File: config.mk
export PLATFORM = sky130hd
export DESIGN_NAME = imu_frame_deframer_crc16_core
export DESIGN_NICKNAME = d
export VERILOG_FILES = /design/src/rtl/imufd_pkg.sv /design/src/rtl/imu_frame_deframer_crc16_core.sv /design/src/rtl/imufd_in_reg.sv /design/src/rtl/imufd_parser.sv /design/src/rtl/imufd_out_reg.sv
export SDC_FILE = /design/constraint.sdc
export NUM_CORES = 1
export LEC_CHECK = 0
export ABC_CLOCK_PERIOD_IN_PS = 8400
export BUFFER_PORTS_ARGS = -buffer_cell sky130_fd_sc_hd__buf_2
export CAP_MARGIN = 20
export CORE_UTILIZATION = 40
export CTS_CLUSTER_DIAMETER = 30
export DETAILED_ROUTE_END_ITERATION = 8
export PLACE_DENSITY = 0.67
export SETUP_SLACK_MARGIN = 0.4
export SLEW_MARGIN = 20
export SYNTH_ARGS = -nofsm -noshare
export SYNTH_HDL_FRONTEND = slang
export SYNTH_HIERARCHICAL = 1
export SYNTH_SLANG_ARGS = --single-unit
File: constraint.sdc
create_clock -name clk_i -period 8.4 [get_ports clk_i]
set_input_delay 0.84 -clock clk_i [delete_from_list [all_inputs] [get_ports clk_i]]
set_output_delay 0.84 -clock clk_i [all_outputs]
set_load 0.01 [all_outputs]
File: src/rtl/imufd_pkg.sv
`default_nettype none
// ----------------------------------------------------------------------------
// imufd_pkg
// Shared types, constants and the byte-wide CRC-16 step of the deframer.
// ----------------------------------------------------------------------------
package imufd_pkg;

  localparam logic [7:0]  SYNC_FIRST      = 8'h5A;
  localparam logic [7:0]  SYNC_SECOND     = 8'hA5;
  localparam logic [15:0] CRC_POLY        = 16'h1021;
  localparam logic [15:0] MAX_LEN_RESET   = 16'd506;

  // One result item as it leaves the parser.
  typedef struct packed {
    logic        payload_valid;
    logic [7:0]  payload_data;
    logic [15:0] payload_index;
    logic        frame_last;
    logic        crc_match;
    logic [15:0] frame_length;
    logic        length_error;
  } result_t;

  // CRC-16, poly 0x1021, MSB first, one byte unrolled over eight bit steps.
  function automatic logic [15:0] crc16_byte(input logic [15:0] crc, input logic [7:0] b);
    logic [15:0] c;
    c = crc ^ {b, 8'h00};
    for (int k = 0; k < 8; k++) begin
      c = c[15] ? ({c[14:0], 1'b0} ^ CRC_POLY) : {c[14:0], 1'b0};
    end
    return c;
  endfunction

endpackage
`default_nettype wire

File: src/rtl/imu_frame_deframer_crc16_core.sv
`default_nettype none
// ----------------------------------------------------------------------------
// imu_frame_deframer_crc16_core
// Sync/length/CRC-16 deframer for a received serial byte stream.
// ----------------------------------------------------------------------------
// Usage:
//   s_axis carries one received byte per transfer. The block hunts for the
//   sync pair 0x5A 0xA5, reads a little-endian 16-bit length and 16-bit CRC,
//   then emits one m_axis transfer per payload byte. tlast marks the frame
//   end, where tuser[1] tells whether the CRC-16 (poly 0x1021, init 0) over
//   sync, length and payload matches the received CRC. A length above the
//   max register gives a single transfer with tuser[2] set and the frame is
//   dropped; a zero length gives a single tlast transfer with no payload.
//   Header bytes produce no transfer.
//   Each byte is held in the input register, then its result in the result register.
//   Throughput: one byte per cycle while m_axis does not stall, set by the
//   CRC byte step feeding the result register.
//   Reset clears the hunt state and sets the max length to 506.
//   When m_axis stalls, the result register holds and the input register
//   fills; s_axis_tready then drops until the result is taken.
//   cfg carries max_payload_len; write it only while the block is idle.
// ----------------------------------------------------------------------------
module imu_frame_deframer_crc16_core (
  input  wire logic        clk_i,
  input  wire logic        rst_ni,
  input  wire logic        s_axis_tvalid,
  output logic             s_axis_tready,
  input  wire logic [7:0]  s_axis_tdata,   // [7:0] rx_byte
  output logic             m_axis_tvalid,
  input  wire logic        m_axis_tready,
  output logic [39:0]      m_axis_tdata,   // [7:0] payload_data, [23:8] payload_index,
                                           // [39:24] frame_length
  output logic [2:0]       m_axis_tuser,   // [0] payload_valid, [1] crc_match,
                                           // [2] length_error
  output logic             m_axis_tlast,   // frame_last
  input  wire logic        cfg_valid_i,
  output logic             cfg_ready_o,
  input  wire logic [15:0] cfg_data_i      // max_payload_len
);

  logic               in_valid;
  logic [7:0]         in_byte;
  logic               out_free;
  logic               step;
  logic               res_valid;
  imufd_pkg::result_t res;
  imufd_pkg::result_t out_res;

  assign step        = in_valid && out_free;
  assign cfg_ready_o = 1'b1;

  imufd_in_reg u_in_reg (
    .clk_i      (clk_i),
    .rst_ni     (rst_ni),
    .in_valid_i (s_axis_tvalid),
    .in_ready_o (s_axis_tready),
    .in_data_i  (s_axis_tdata),
    .take_i     (step),
    .valid_o    (in_valid),
    .data_o     (in_byte)
  );

  imufd_parser u_parser (
    .clk_i       (clk_i),
    .rst_ni      (rst_ni),
    .step_i      (step),
    .byte_i      (in_byte),
    .cfg_we_i    (cfg_valid_i && cfg_ready_o),
    .cfg_data_i  (cfg_data_i),
    .res_valid_o (res_valid),
    .res_o       (res)
  );

  imufd_out_reg u_out_reg (
    .clk_i   (clk_i),
    .rst_ni  (rst_ni),
    .load_i  (step && res_valid),
    .res_i   (res),
    .free_o  (out_free),
    .valid_o (m_axis_tvalid),
    .ready_i (m_axis_tready),
    .res_o   (out_res)
  );

  assign m_axis_tdata = {out_res.frame_length, out_res.payload_index, out_res.payload_data};
  assign m_axis_tuser = {out_res.length_error, out_res.crc_match, out_res.payload_valid};
  assign m_axis_tlast = out_res.frame_last;

endmodule
`default_nettype wire

File: src/rtl/imufd_in_reg.sv
`default_nettype none
// ----------------------------------------------------------------------------
// imufd_in_reg
// Input register: holds one received byte until the parser takes it.
// ----------------------------------------------------------------------------
module imufd_in_reg (
  input  wire logic       clk_i,
  input  wire logic       rst_ni,
  input  wire logic       in_valid_i,
  output logic            in_ready_o,
  input  wire logic [7:0] in_data_i,
  input  wire logic       take_i,
  output logic            valid_o,
  output logic [7:0]      data_o
);

  logic       valid_q, valid_d;
  logic [7:0] data_q;
  logic       load;

  assign in_ready_o = !valid_q || take_i;
  assign load       = in_valid_i && in_ready_o;

  always_comb begin
    valid_d = valid_q;
    if (load) begin
      valid_d = 1'b1;
    end else if (take_i) begin
      valid_d = 1'b0;
    end
  end

  always_ff @(posedge clk_i or negedge rst_ni) begin
    if (!rst_ni) begin
      valid_q <= 1'b0;
    end else begin
      valid_q <= valid_d;
    end
  end

  always_ff @(posedge clk_i) begin
    if (load) begin
      data_q <= in_data_i;
    end
  end

  assign valid_o = valid_q;
  assign data_o  = data_q;

endmodule
`default_nettype wire

File: src/rtl/imufd_parser.sv
`default_nettype none
// ----------------------------------------------------------------------------
// imufd_parser
// Sync hunt, header capture, payload count and CRC check, one byte per step.
// ----------------------------------------------------------------------------
module imufd_parser (
  input  wire logic          clk_i,
  input  wire logic          rst_ni,
  input  wire logic          step_i,
  input  wire logic [7:0]    byte_i,
  input  wire logic          cfg_we_i,
  input  wire logic [15:0]   cfg_data_i,
  output logic               res_valid_o,
  output imufd_pkg::result_t res_o
);

  localparam logic [2:0] ST_HUNT    = 3'd0;
  localparam logic [2:0] ST_LEN_LO  = 3'd1;
  localparam logic [2:0] ST_LEN_HI  = 3'd2;
  localparam logic [2:0] ST_CRC_LO  = 3'd3;
  localparam logic [2:0] ST_CRC_HI  = 3'd4;
  localparam logic [2:0] ST_PAYLOAD = 3'd5;

  logic [2:0]  state_q, state_d;
  logic [7:0]  prev_q, prev_d;
  logic [15:0] len_q, len_d;
  logic [15:0] crc_q, crc_d;
  logic [15:0] rcrc_q, rcrc_d;
  logic [15:0] idx_q, idx_d;
  logic [15:0] max_len_q;
  logic [15:0] crc_next;
  logic [15:0] rcrc_full;
  logic [16:0] idx_inc;

  assign crc_next  = imufd_pkg::crc16_byte(crc_q, byte_i);
  assign rcrc_full = {byte_i, rcrc_q[7:0]};
  assign idx_inc   = {1'b0, idx_q} + 17'd1;

  always_comb begin
    state_d     = state_q;
    prev_d      = prev_q;
    len_d       = len_q;
    crc_d       = crc_q;
    rcrc_d      = rcrc_q;
    idx_d       = idx_q;
    res_valid_o = 1'b0;
    res_o       = '0;
    case (state_q)
      ST_HUNT: begin
        prev_d = byte_i;
        if (prev_q == imufd_pkg::SYNC_FIRST && byte_i == imufd_pkg::SYNC_SECOND) begin
          // restart the CRC over the two sync bytes
          crc_d   = imufd_pkg::crc16_byte(imufd_pkg::crc16_byte(16'h0000,
                      imufd_pkg::SYNC_FIRST), imufd_pkg::SYNC_SECOND);
          state_d = ST_LEN_LO;
        end
      end
      ST_LEN_LO: begin
        crc_d      = crc_next;
        len_d[7:0] = byte_i;
        state_d    = ST_LEN_HI;
      end
      ST_LEN_HI: begin
        crc_d       = crc_next;
        len_d[15:8] = byte_i;
        state_d     = ST_CRC_LO;
      end
      ST_CRC_LO: begin
        rcrc_d[7:0] = byte_i;
        state_d     = ST_CRC_HI;
      end
      ST_CRC_HI: begin
        rcrc_d = rcrc_full;
        if (len_q > max_len_q) begin
          // drop the frame and report the bad length
          res_valid_o        = 1'b1;
          res_o.frame_length = len_q;
          res_o.length_error = 1'b1;
          state_d            = ST_HUNT;
        end else if (len_q == 16'd0) begin
          res_valid_o      = 1'b1;
          res_o.frame_last = 1'b1;
          res_o.crc_match  = (crc_q == rcrc_full);
          state_d          = ST_HUNT;
        end else begin
          idx_d   = 16'd0;
          state_d = ST_PAYLOAD;
        end
      end
      ST_PAYLOAD: begin
        crc_d               = crc_next;
        res_valid_o         = 1'b1;
        res_o.payload_valid = 1'b1;
        res_o.payload_data  = byte_i;
        res_o.payload_index = idx_q;
        res_o.frame_length  = len_q;
        if (idx_inc >= {1'b0, len_q}) begin
          res_o.frame_last = 1'b1;
          res_o.crc_match  = (crc_next == rcrc_q);
          state_d          = ST_HUNT;
        end else begin
          idx_d = idx_inc[15:0];
        end
      end
      default: begin
        state_d = ST_HUNT;
      end
    endcase
  end

  always_ff @(posedge clk_i or negedge rst_ni) begin
    if (!rst_ni) begin
      state_q <= ST_HUNT;
      prev_q  <= 8'h00;
      len_q   <= 16'h0000;
      crc_q   <= 16'h0000;
      rcrc_q  <= 16'h0000;
      idx_q   <= 16'h0000;
    end else if (step_i) begin
      state_q <= state_d;
      prev_q  <= prev_d;
      len_q   <= len_d;
      crc_q   <= crc_d;
      rcrc_q  <= rcrc_d;
      idx_q   <= idx_d;
    end
  end

  always_ff @(posedge clk_i or negedge rst_ni) begin
    if (!rst_ni) begin
      max_len_q <= imufd_pkg::MAX_LEN_RESET;
    end else if (cfg_we_i) begin
      max_len_q <= cfg_data_i;
    end
  end

  a_payload_idx_in_range: assert property (@(posedge clk_i) disable iff (!rst_ni)
    state_q == ST_PAYLOAD |-> idx_q < len_q)
    else $error("payload index reached the header length");

  a_len_error_resumes_hunt: assert property (@(posedge clk_i) disable iff (!rst_ni)
    step_i && state_q == ST_CRC_HI && len_q > max_len_q |=> state_q == ST_HUNT)
    else $error("oversized frame did not resume hunting");

  a_last_ends_frame: assert property (@(posedge clk_i) disable iff (!rst_ni)
    step_i && res_valid_o && res_o.frame_last |=> state_q == ST_HUNT)
    else $error("frame end did not return to hunting");

endmodule
`default_nettype wire

File: src/rtl/imufd_out_reg.sv
`default_nettype none
// ----------------------------------------------------------------------------
// imufd_out_reg
// Result register: holds one result item until the receiver takes it.
// ----------------------------------------------------------------------------
module imufd_out_reg (
  input  wire logic                clk_i,
  input  wire logic                rst_ni,
  input  wire logic                load_i,
  input  wire imufd_pkg::result_t  res_i,
  output logic                     free_o,
  output logic                     valid_o,
  input  wire logic                ready_i,
  output imufd_pkg::result_t       res_o
);

  logic               valid_q, valid_d;
  imufd_pkg::result_t res_q;

  assign free_o = !valid_q || ready_i;

  always_comb begin
    valid_d = valid_q;
    if (load_i) begin
      valid_d = 1'b1;
    end else if (ready_i) begin
      valid_d = 1'b0;
    end
  end

  always_ff @(posedge clk_i or negedge rst_ni) begin
    if (!rst_ni) begin
      valid_q <= 1'b0;
    end else begin
      valid_q <= valid_d;
    end
  end

  always_ff @(posedge clk_i) begin
    if (load_i) begin
      res_q <= res_i;
    end
  end

  assign valid_o = valid_q;
  assign res_o   = res_q;

endmodule
`default_nettype wire
# Yosys cells after proc, flatten, opt, wreduce, memory -nomap -nowiden
# Index checks and enable logic that the tools add are counted.
# op_classes
mux	32
shift	0
add_sub_neg	1
n_mul	0
bitwise	9
order_cmp	2
reduce_logical	23
n_eq_ne	14
div_mod_pow	0
# ops
cell	count
$mux W13	8
$mux W16	4
$pmux W16 S2	2
$pmux W18 S2	1
$eq A16 B16 Y1	2
$mux W25	1
$not A3 Y3	8
$pmux W3 S6	1
$add A16 B1 Y17 const B	1
$ge A17 B16 Y1	1
$mux W17	1
$gt A16 B16 Y1	1
$logic_not A16 Y1	1
$xor A16 B16 Y16	1
$mux W3	4
$reduce_and A2 Y1	5
$eq A8 B7 Y1 const B	1
$eq A8 B8 Y1 const B	1
$reduce_bool A2 Y1	4
$eq A3 B2 Y1 const B	2
$eq A3 B3 Y1 const B	2
$mux W1	6
$mux W2	3
$ne A2 B2 Y1 const B	3
10 further kinds	17
# word_totals
mem_bits_ro	0
latch_bits	0
wordCells	100
ram_bits	0
out_inout_bits	47
mem_count	0
regBits	145

# Longest topological paths before layout
# depth
word_depth	20
ltp_mapped	13
depth_no_buf	12

# Modules after synthesis
# The synthesis kept the hierarchy.
# modules_own_cells
mod	n_inst	area_each_um2	cells_per_inst
imufd_parser	1	5652.9	613
imufd_out_reg	1	1368.8	47
imufd_in_reg	1	294.0	12
imu_frame_deframer_crc16_core	1	23.8	4

# Least setup slack after synthesis
# OpenSTA, ideal clock, no wires.
# synth_timing
kind	reg-to-reg
from	register u_parser.len_q[15]
to	register u_out_reg.res_q, in the netlist u_out_reg/res_o[0] (enable)
t_required_ns	7.994
stages_incl_launch_ff	8
t_arrival_ns	2.824
setup_slack_ns	5.170
cell_sequence	dfrtp_1 > ha_1 > nand4_1 > nor4_2 > o21ai_1 > a31oi_2 > and2_1 > and3_1
# synth_between
elab_chain_cells	5
# synth_rtl
item	line_no	text
start, declared	imufd_parser.sv:26	logic [15:0] len_q, len_d;
start signal, assigned	imufd_parser.sv:122	len_q <= len_d;
branches (longest 2 deep; another with $gt A16 B16 Y1)	--	
$mux W1 *	imufd_parser.sv:74	if (len_q > max_len_q) begin
$pmux W1 S2 *	imufd_parser.sv:48	case (state_q)
via res_valid	imu_frame_deframer_crc16_core.sv:45	logic res_valid;
$logic_and A1 B1 Y1 *	imu_frame_deframer_crc16_core.sv:77	.load_i (step && res_valid),
end signal, assigned	imufd_out_reg.sv:41	res_q <= res_i;
end, declared	imufd_out_reg.sv:18	imufd_pkg::result_t res_q;
# Mark *: on every way through the listed nets, which the timed path passes.
# A chain may end at the register's enable or synchronous reset.

# Worst setup path after layout
# layout_timing
from	register u_parser.idx_q[0]
to	register u_parser.idx_q[8]
# layout_between
elab_chain_cells	4
# layout_rtl
item	line_no	text
start, declared	imufd_parser.sv:29	logic [15:0] idx_q, idx_d;
start signal, assigned	imufd_parser.sv:125	idx_q <= idx_d;
$add A16 B1 Y17 *	imufd_parser.sv:37	assign idx_inc = {1'b0, idx_q} + 17'd1;
$ge A17 B16 Y1	imufd_parser.sv:97	if (idx_inc >= {1'b0, len_q}) begin
$ne A2 B2 Y1 (no source line)	--	
$reduce_and A5 Y1 (no source line)	--	
# Every way passes the cells marked *; elsewhere a longest branch is shown, timed or not. The select of a mux whose other input is x is not followed.

==> summary.txt <==
Power
  • Worst VDD drop: 0.000189 V
  • Final Total Pwr: 0.00315 W
  • P_sw: roughly 0.0012 W
  • Sequential share of power: 0.379
  • Comb power frac: 0.371
  • Cell Int Power: 0.00196 W
  • Clock power frac: 0.249
  • Net Sw Frac: 0.377
  • Power per cell area: 370 nW/um^2
  • Pleak: 3.68 nW

Synth
  • Synthesized net count: 738
  • Post-synth EDFFs: 52
  • Area of the mapped netlist: 7340 um^2
  • Synth cell types: 60
  • Asr flop ratio synth: 0.641
  • Cell count after synthesis: roughly 680
  • Dominant synthesized flop cell: dfrtp_1
  • Mean Syn Cell Area: 10.9 um^2
  • Post-synthesis register bit count: 145
  • Post-synthesis sequential area ratio: 0.531
  • Yosys warnings: 6

Die
  • Row count: 49
  • Top Ports: 76
  • Core ar.: roughly 18000 um^2
  • Height of the die: 137 um
  • Chip width: 137 um
  • Starting Density: 0.409
  • Die outline area: 18900 um^2

Global routing
  • Total gr overflow: 0
  • Initial antenna violation count: 0
  • Vias in the first global route: approximately 5000
  • Largest net degree at the start of global routing: 50
  • Gr usage total: 0.183
  • First-pass GRT wire length: 25900 um

STA
  • Max_slew headroom: 0.290
  • Setup Skew: 0.00719 ns
  • Fin crit period: around 3.6 ns
  • Post-route setup TNS: 0 ns
  • Fin Hold WS: between 0.4 and 0.5 ns
  • Final worst-path cycle share: 0.433
  • Pins Over Slew Limit: 0
  • Setup Viol. Count Final: 0
  • FMAX: 275 MHz
  • RSZ-0062 raised after global routing: false
  • Worst Tran Pin Value: 1.06 ns
  • Hold Vio Cnt, Final: 0

Route
  • Vias: 5123
  • Antenna-violating nets left: 0
  • Residual DRC count: 0
  • Initial DRC Count: 298
  • Drt pass-1 iters: 5
  • Via density: 5.21
  • WL/cell: 16.1 um
  • WL final: 15800 um

Clock tree
  • # hold bufs at CTS: 0
  • Longest Clk Path Bufs: 2
  • CTS HTree Levels: 4
  • Resized cells post-CTS: 0
  • CTS tree: built
  • Root Buffer: clkbuf_16
  • Clock sink total: 145
  • Worst-skew pair later-pin latency: 0.42 ns
  • Num CTS Buffers: 17
  • Worst-path clk slew: 0.06 ns
  • Post-CTS setup buffers: 0

Setup path
  • Crit Path Category: reg -> reg
  • Critical Path RT: 8.74 ns
  • CP max FO: 16
  • Reg-to-reg startpoint: u_parser/idx_q[0]
  • Worst Setup Start Kind: flip-flop
  • Reg-to-Reg End: u_parser/idx_q[8]
  • Worst EP arrival: 3.98 ns
  • Worst R2R Path Depth: 12
  • Reg2reg setup slack: 4.76 ns
  • CP endpoint kind: flip-flop

Placement
  • Port Buf Inserts: 74
  • Final HPWL from detailed placement: 11300 um
  • Routability cong.: 0.828
  • Area after DPL: about 7900 um^2

Hold path
  • Hold Crit Class: in -> async

Finish
  • Antenna Cells: 0
  • Area Overhead vs Synth: 16.0%
  • Post-route cell area: 8520 um^2
  • Filler cells: 1635
  • Final Net Count: between 800 and 900
  • Post-Route Utilization: 0.474
  • Layout cells sized above 1: 0.207
  • Multi-input gate area: about 3100 um^2
  • Register Area: 3900 um^2

Status
  • Status: completed

Job
  • Max-cap violations: 0
==> power groups by stage <==
stage	registers [W]	logic, W	clock network, W
finish	0.00119	0.00117	0.000785
global placement	0.00120	0.00113	0
global route	0.00123	0.00132	0.000824
floorplan	0.00113	0.000916	0
CTS	0.00119	0.00117	0.000802
detailed placement	0.00120	0.00116	0
==> critical path, stage by stage (launching register included) <==
cell and delay [ns]:
dfrtp_1 0.45, ha_1 0.24, nand4_1 0.19, nor3_2 0.35
nand4_1 0.16, xnor2_1 0.23, ha_1 0.29, nand3_1 0.14
nor3_1 0.08, nor3_1 0.23, nand4_1 0.27, a21oi_4 0.65
mux2i_1 0.28
==> area by class of cell <==
| type | instances | area share |
|---|---|---|
| Clock inverter | 9 | 0.0151 |
| Timing Repair Buffer | 78 | 0.0473 |
| Clock buffer | 23 | 0.0576 |
| Multi-Input combinational cell | 448 | 0.366 |
| Inverter | 52 | 0.0229 |
| Tap cell | 229 | 0.0336 |
| Sequential cell | 145 | 0.458 |
==> Yosys cell counts, types with 2 or more instances <==
master,count,area [um^2]
clkbuf_1,23,86.3
xnor2_1,34,298
mux2_2,24,270
nand2b_4,2,27.5
and2_1,3,18.8
nor3_1,9,45.0
inv_1,52,195
nor4bb_1,2,20.0
buf_2,4,20.0
a21o_1,7,52.6
dfrtp_1,86,2150
o211ai_1,2,15.0
nand4_1,15,93.8
nor2b_1,2,12.5
or3_1,5,31.3
ha_1,33,413
a21oi_1,14,70.1
nand3_1,14,70.1
nand2_1,82,308
xnor2_2,3,48.8
and3_1,27,169
a31oi_2,2,25.0
edfxtp_1,52,1560
or4_1,2,15.0
nand2b_1,2,12.5
mux2i_1,17,170
nor3_2,2,20.0
xor2_1,20,175
buf_4,2,15.0
o31ai_1,6,45.0
o21ai_1,3,15.0
dfstp_2,7,184
o21ai_0,47,235
nor2_1,39,146
nor4_1,7,43.8
==> worst max path at each step <==
stage	from	end	slack [ns]	depth (start not counted)
after global routing	u_parser/idx_q[0]	u_parser/idx_q[8]	4.44	12
after floorplan	u_parser/len_q[15]	u_out_reg/res_o[0]	5.17	7
after global placement	u_parser/idx_q[0]	u_parser/idx_q[6]	4.97	12
after detailed placement	u_parser/idx_q[0]	u_parser/idx_q[8]	4.80	12
final	u_parser/idx_q[0]	u_parser/idx_q[8]	4.76	12
after CTS	u_parser/idx_q[0]	u_parser/idx_q[8]	4.77	12
==> stage by stage <==
step | setup slack, ns | instances
after detailed placement | 4.80 | 952
after floorplan | 5.17 | 676
final | 4.76 | 984
after global placement | 4.97 | 952
after CTS | 4.77 | 984
after global routing | 4.44 | 984
==> cell families (layout without fill, tap and decap cells) <==
kind of cell / Yosys count / count (layout) / share of synthesized area
other: 1 / 1 / 0.000511
and+or+nand+nor: 222 / 222 / 0.152
DFF: 145 / 145 / 0.531
xor gates and xnor gates: 58 / 58 / 0.0748
buffers and inverters: 83 / 162 / 0.0453
adders and majority gates: 33 / 33 / 0.0563
muxes: 41 / 41 / 0.0600
AOI/OAI and AO/OA: 93 / 93 / 0.0798
==> cells in the final DEF, fill, tap and decap left out, drive strengths merged, types with 2 or more instances in the layout <==
cell,netlist,final
dfrtp,86,86
nand2,82,82
buf,7,78
edfxtp,52,52
inv,52,52
o21ai,50,50
nor2,39,39
xnor2,38,38
ha,33,33
and3,27,27
mux2,24,24
clkbuf,24,23
xor2,20,20
mux2i,17,17
nand4,15,15
a21oi,15,15
nand3,14,14
nor3,11,11
nor4,8,8
a21o,7,7
dfstp,7,7
o31ai,7,7
or3,5,5
nand2b,5,5
and2,4,4
clkinv,0,4
bufinv,0,3
a31oi,3,3
clkinvlp,0,2
nor2b,2,2
o211ai,2,2
or4,2,2
nor4bb,2,2
a2111oi,2,2
==> layer usage <==
layer | GRT usage | vias up | share of wire
met1 | 0.232 | 2475 | 0.45
met3 | 0.0338 | 23 | 0.044
met5 | 0 | - | 0
li1 | - | 2481 | -
met4 | 0.0690 | 0 | 0.018
met2 | 0.308 | 144 | 0.48
==> registers in the layout, summed over array words and instances (netlist names) <==
register            count
u_parser/len_q         16
u_parser/rcrc_q        16
u_in_reg/data_o         8
u_parser/state_q        3
u_parser/max_len_q     16
u_parser/crc_q         16
u_out_reg/res_o        44
u_out_reg/valid_o       1
u_parser/idx_q         16
u_in_reg/valid_o        1
u_parser/prev_q         8
Note: power is estimated with default switching activity, not from simulation.
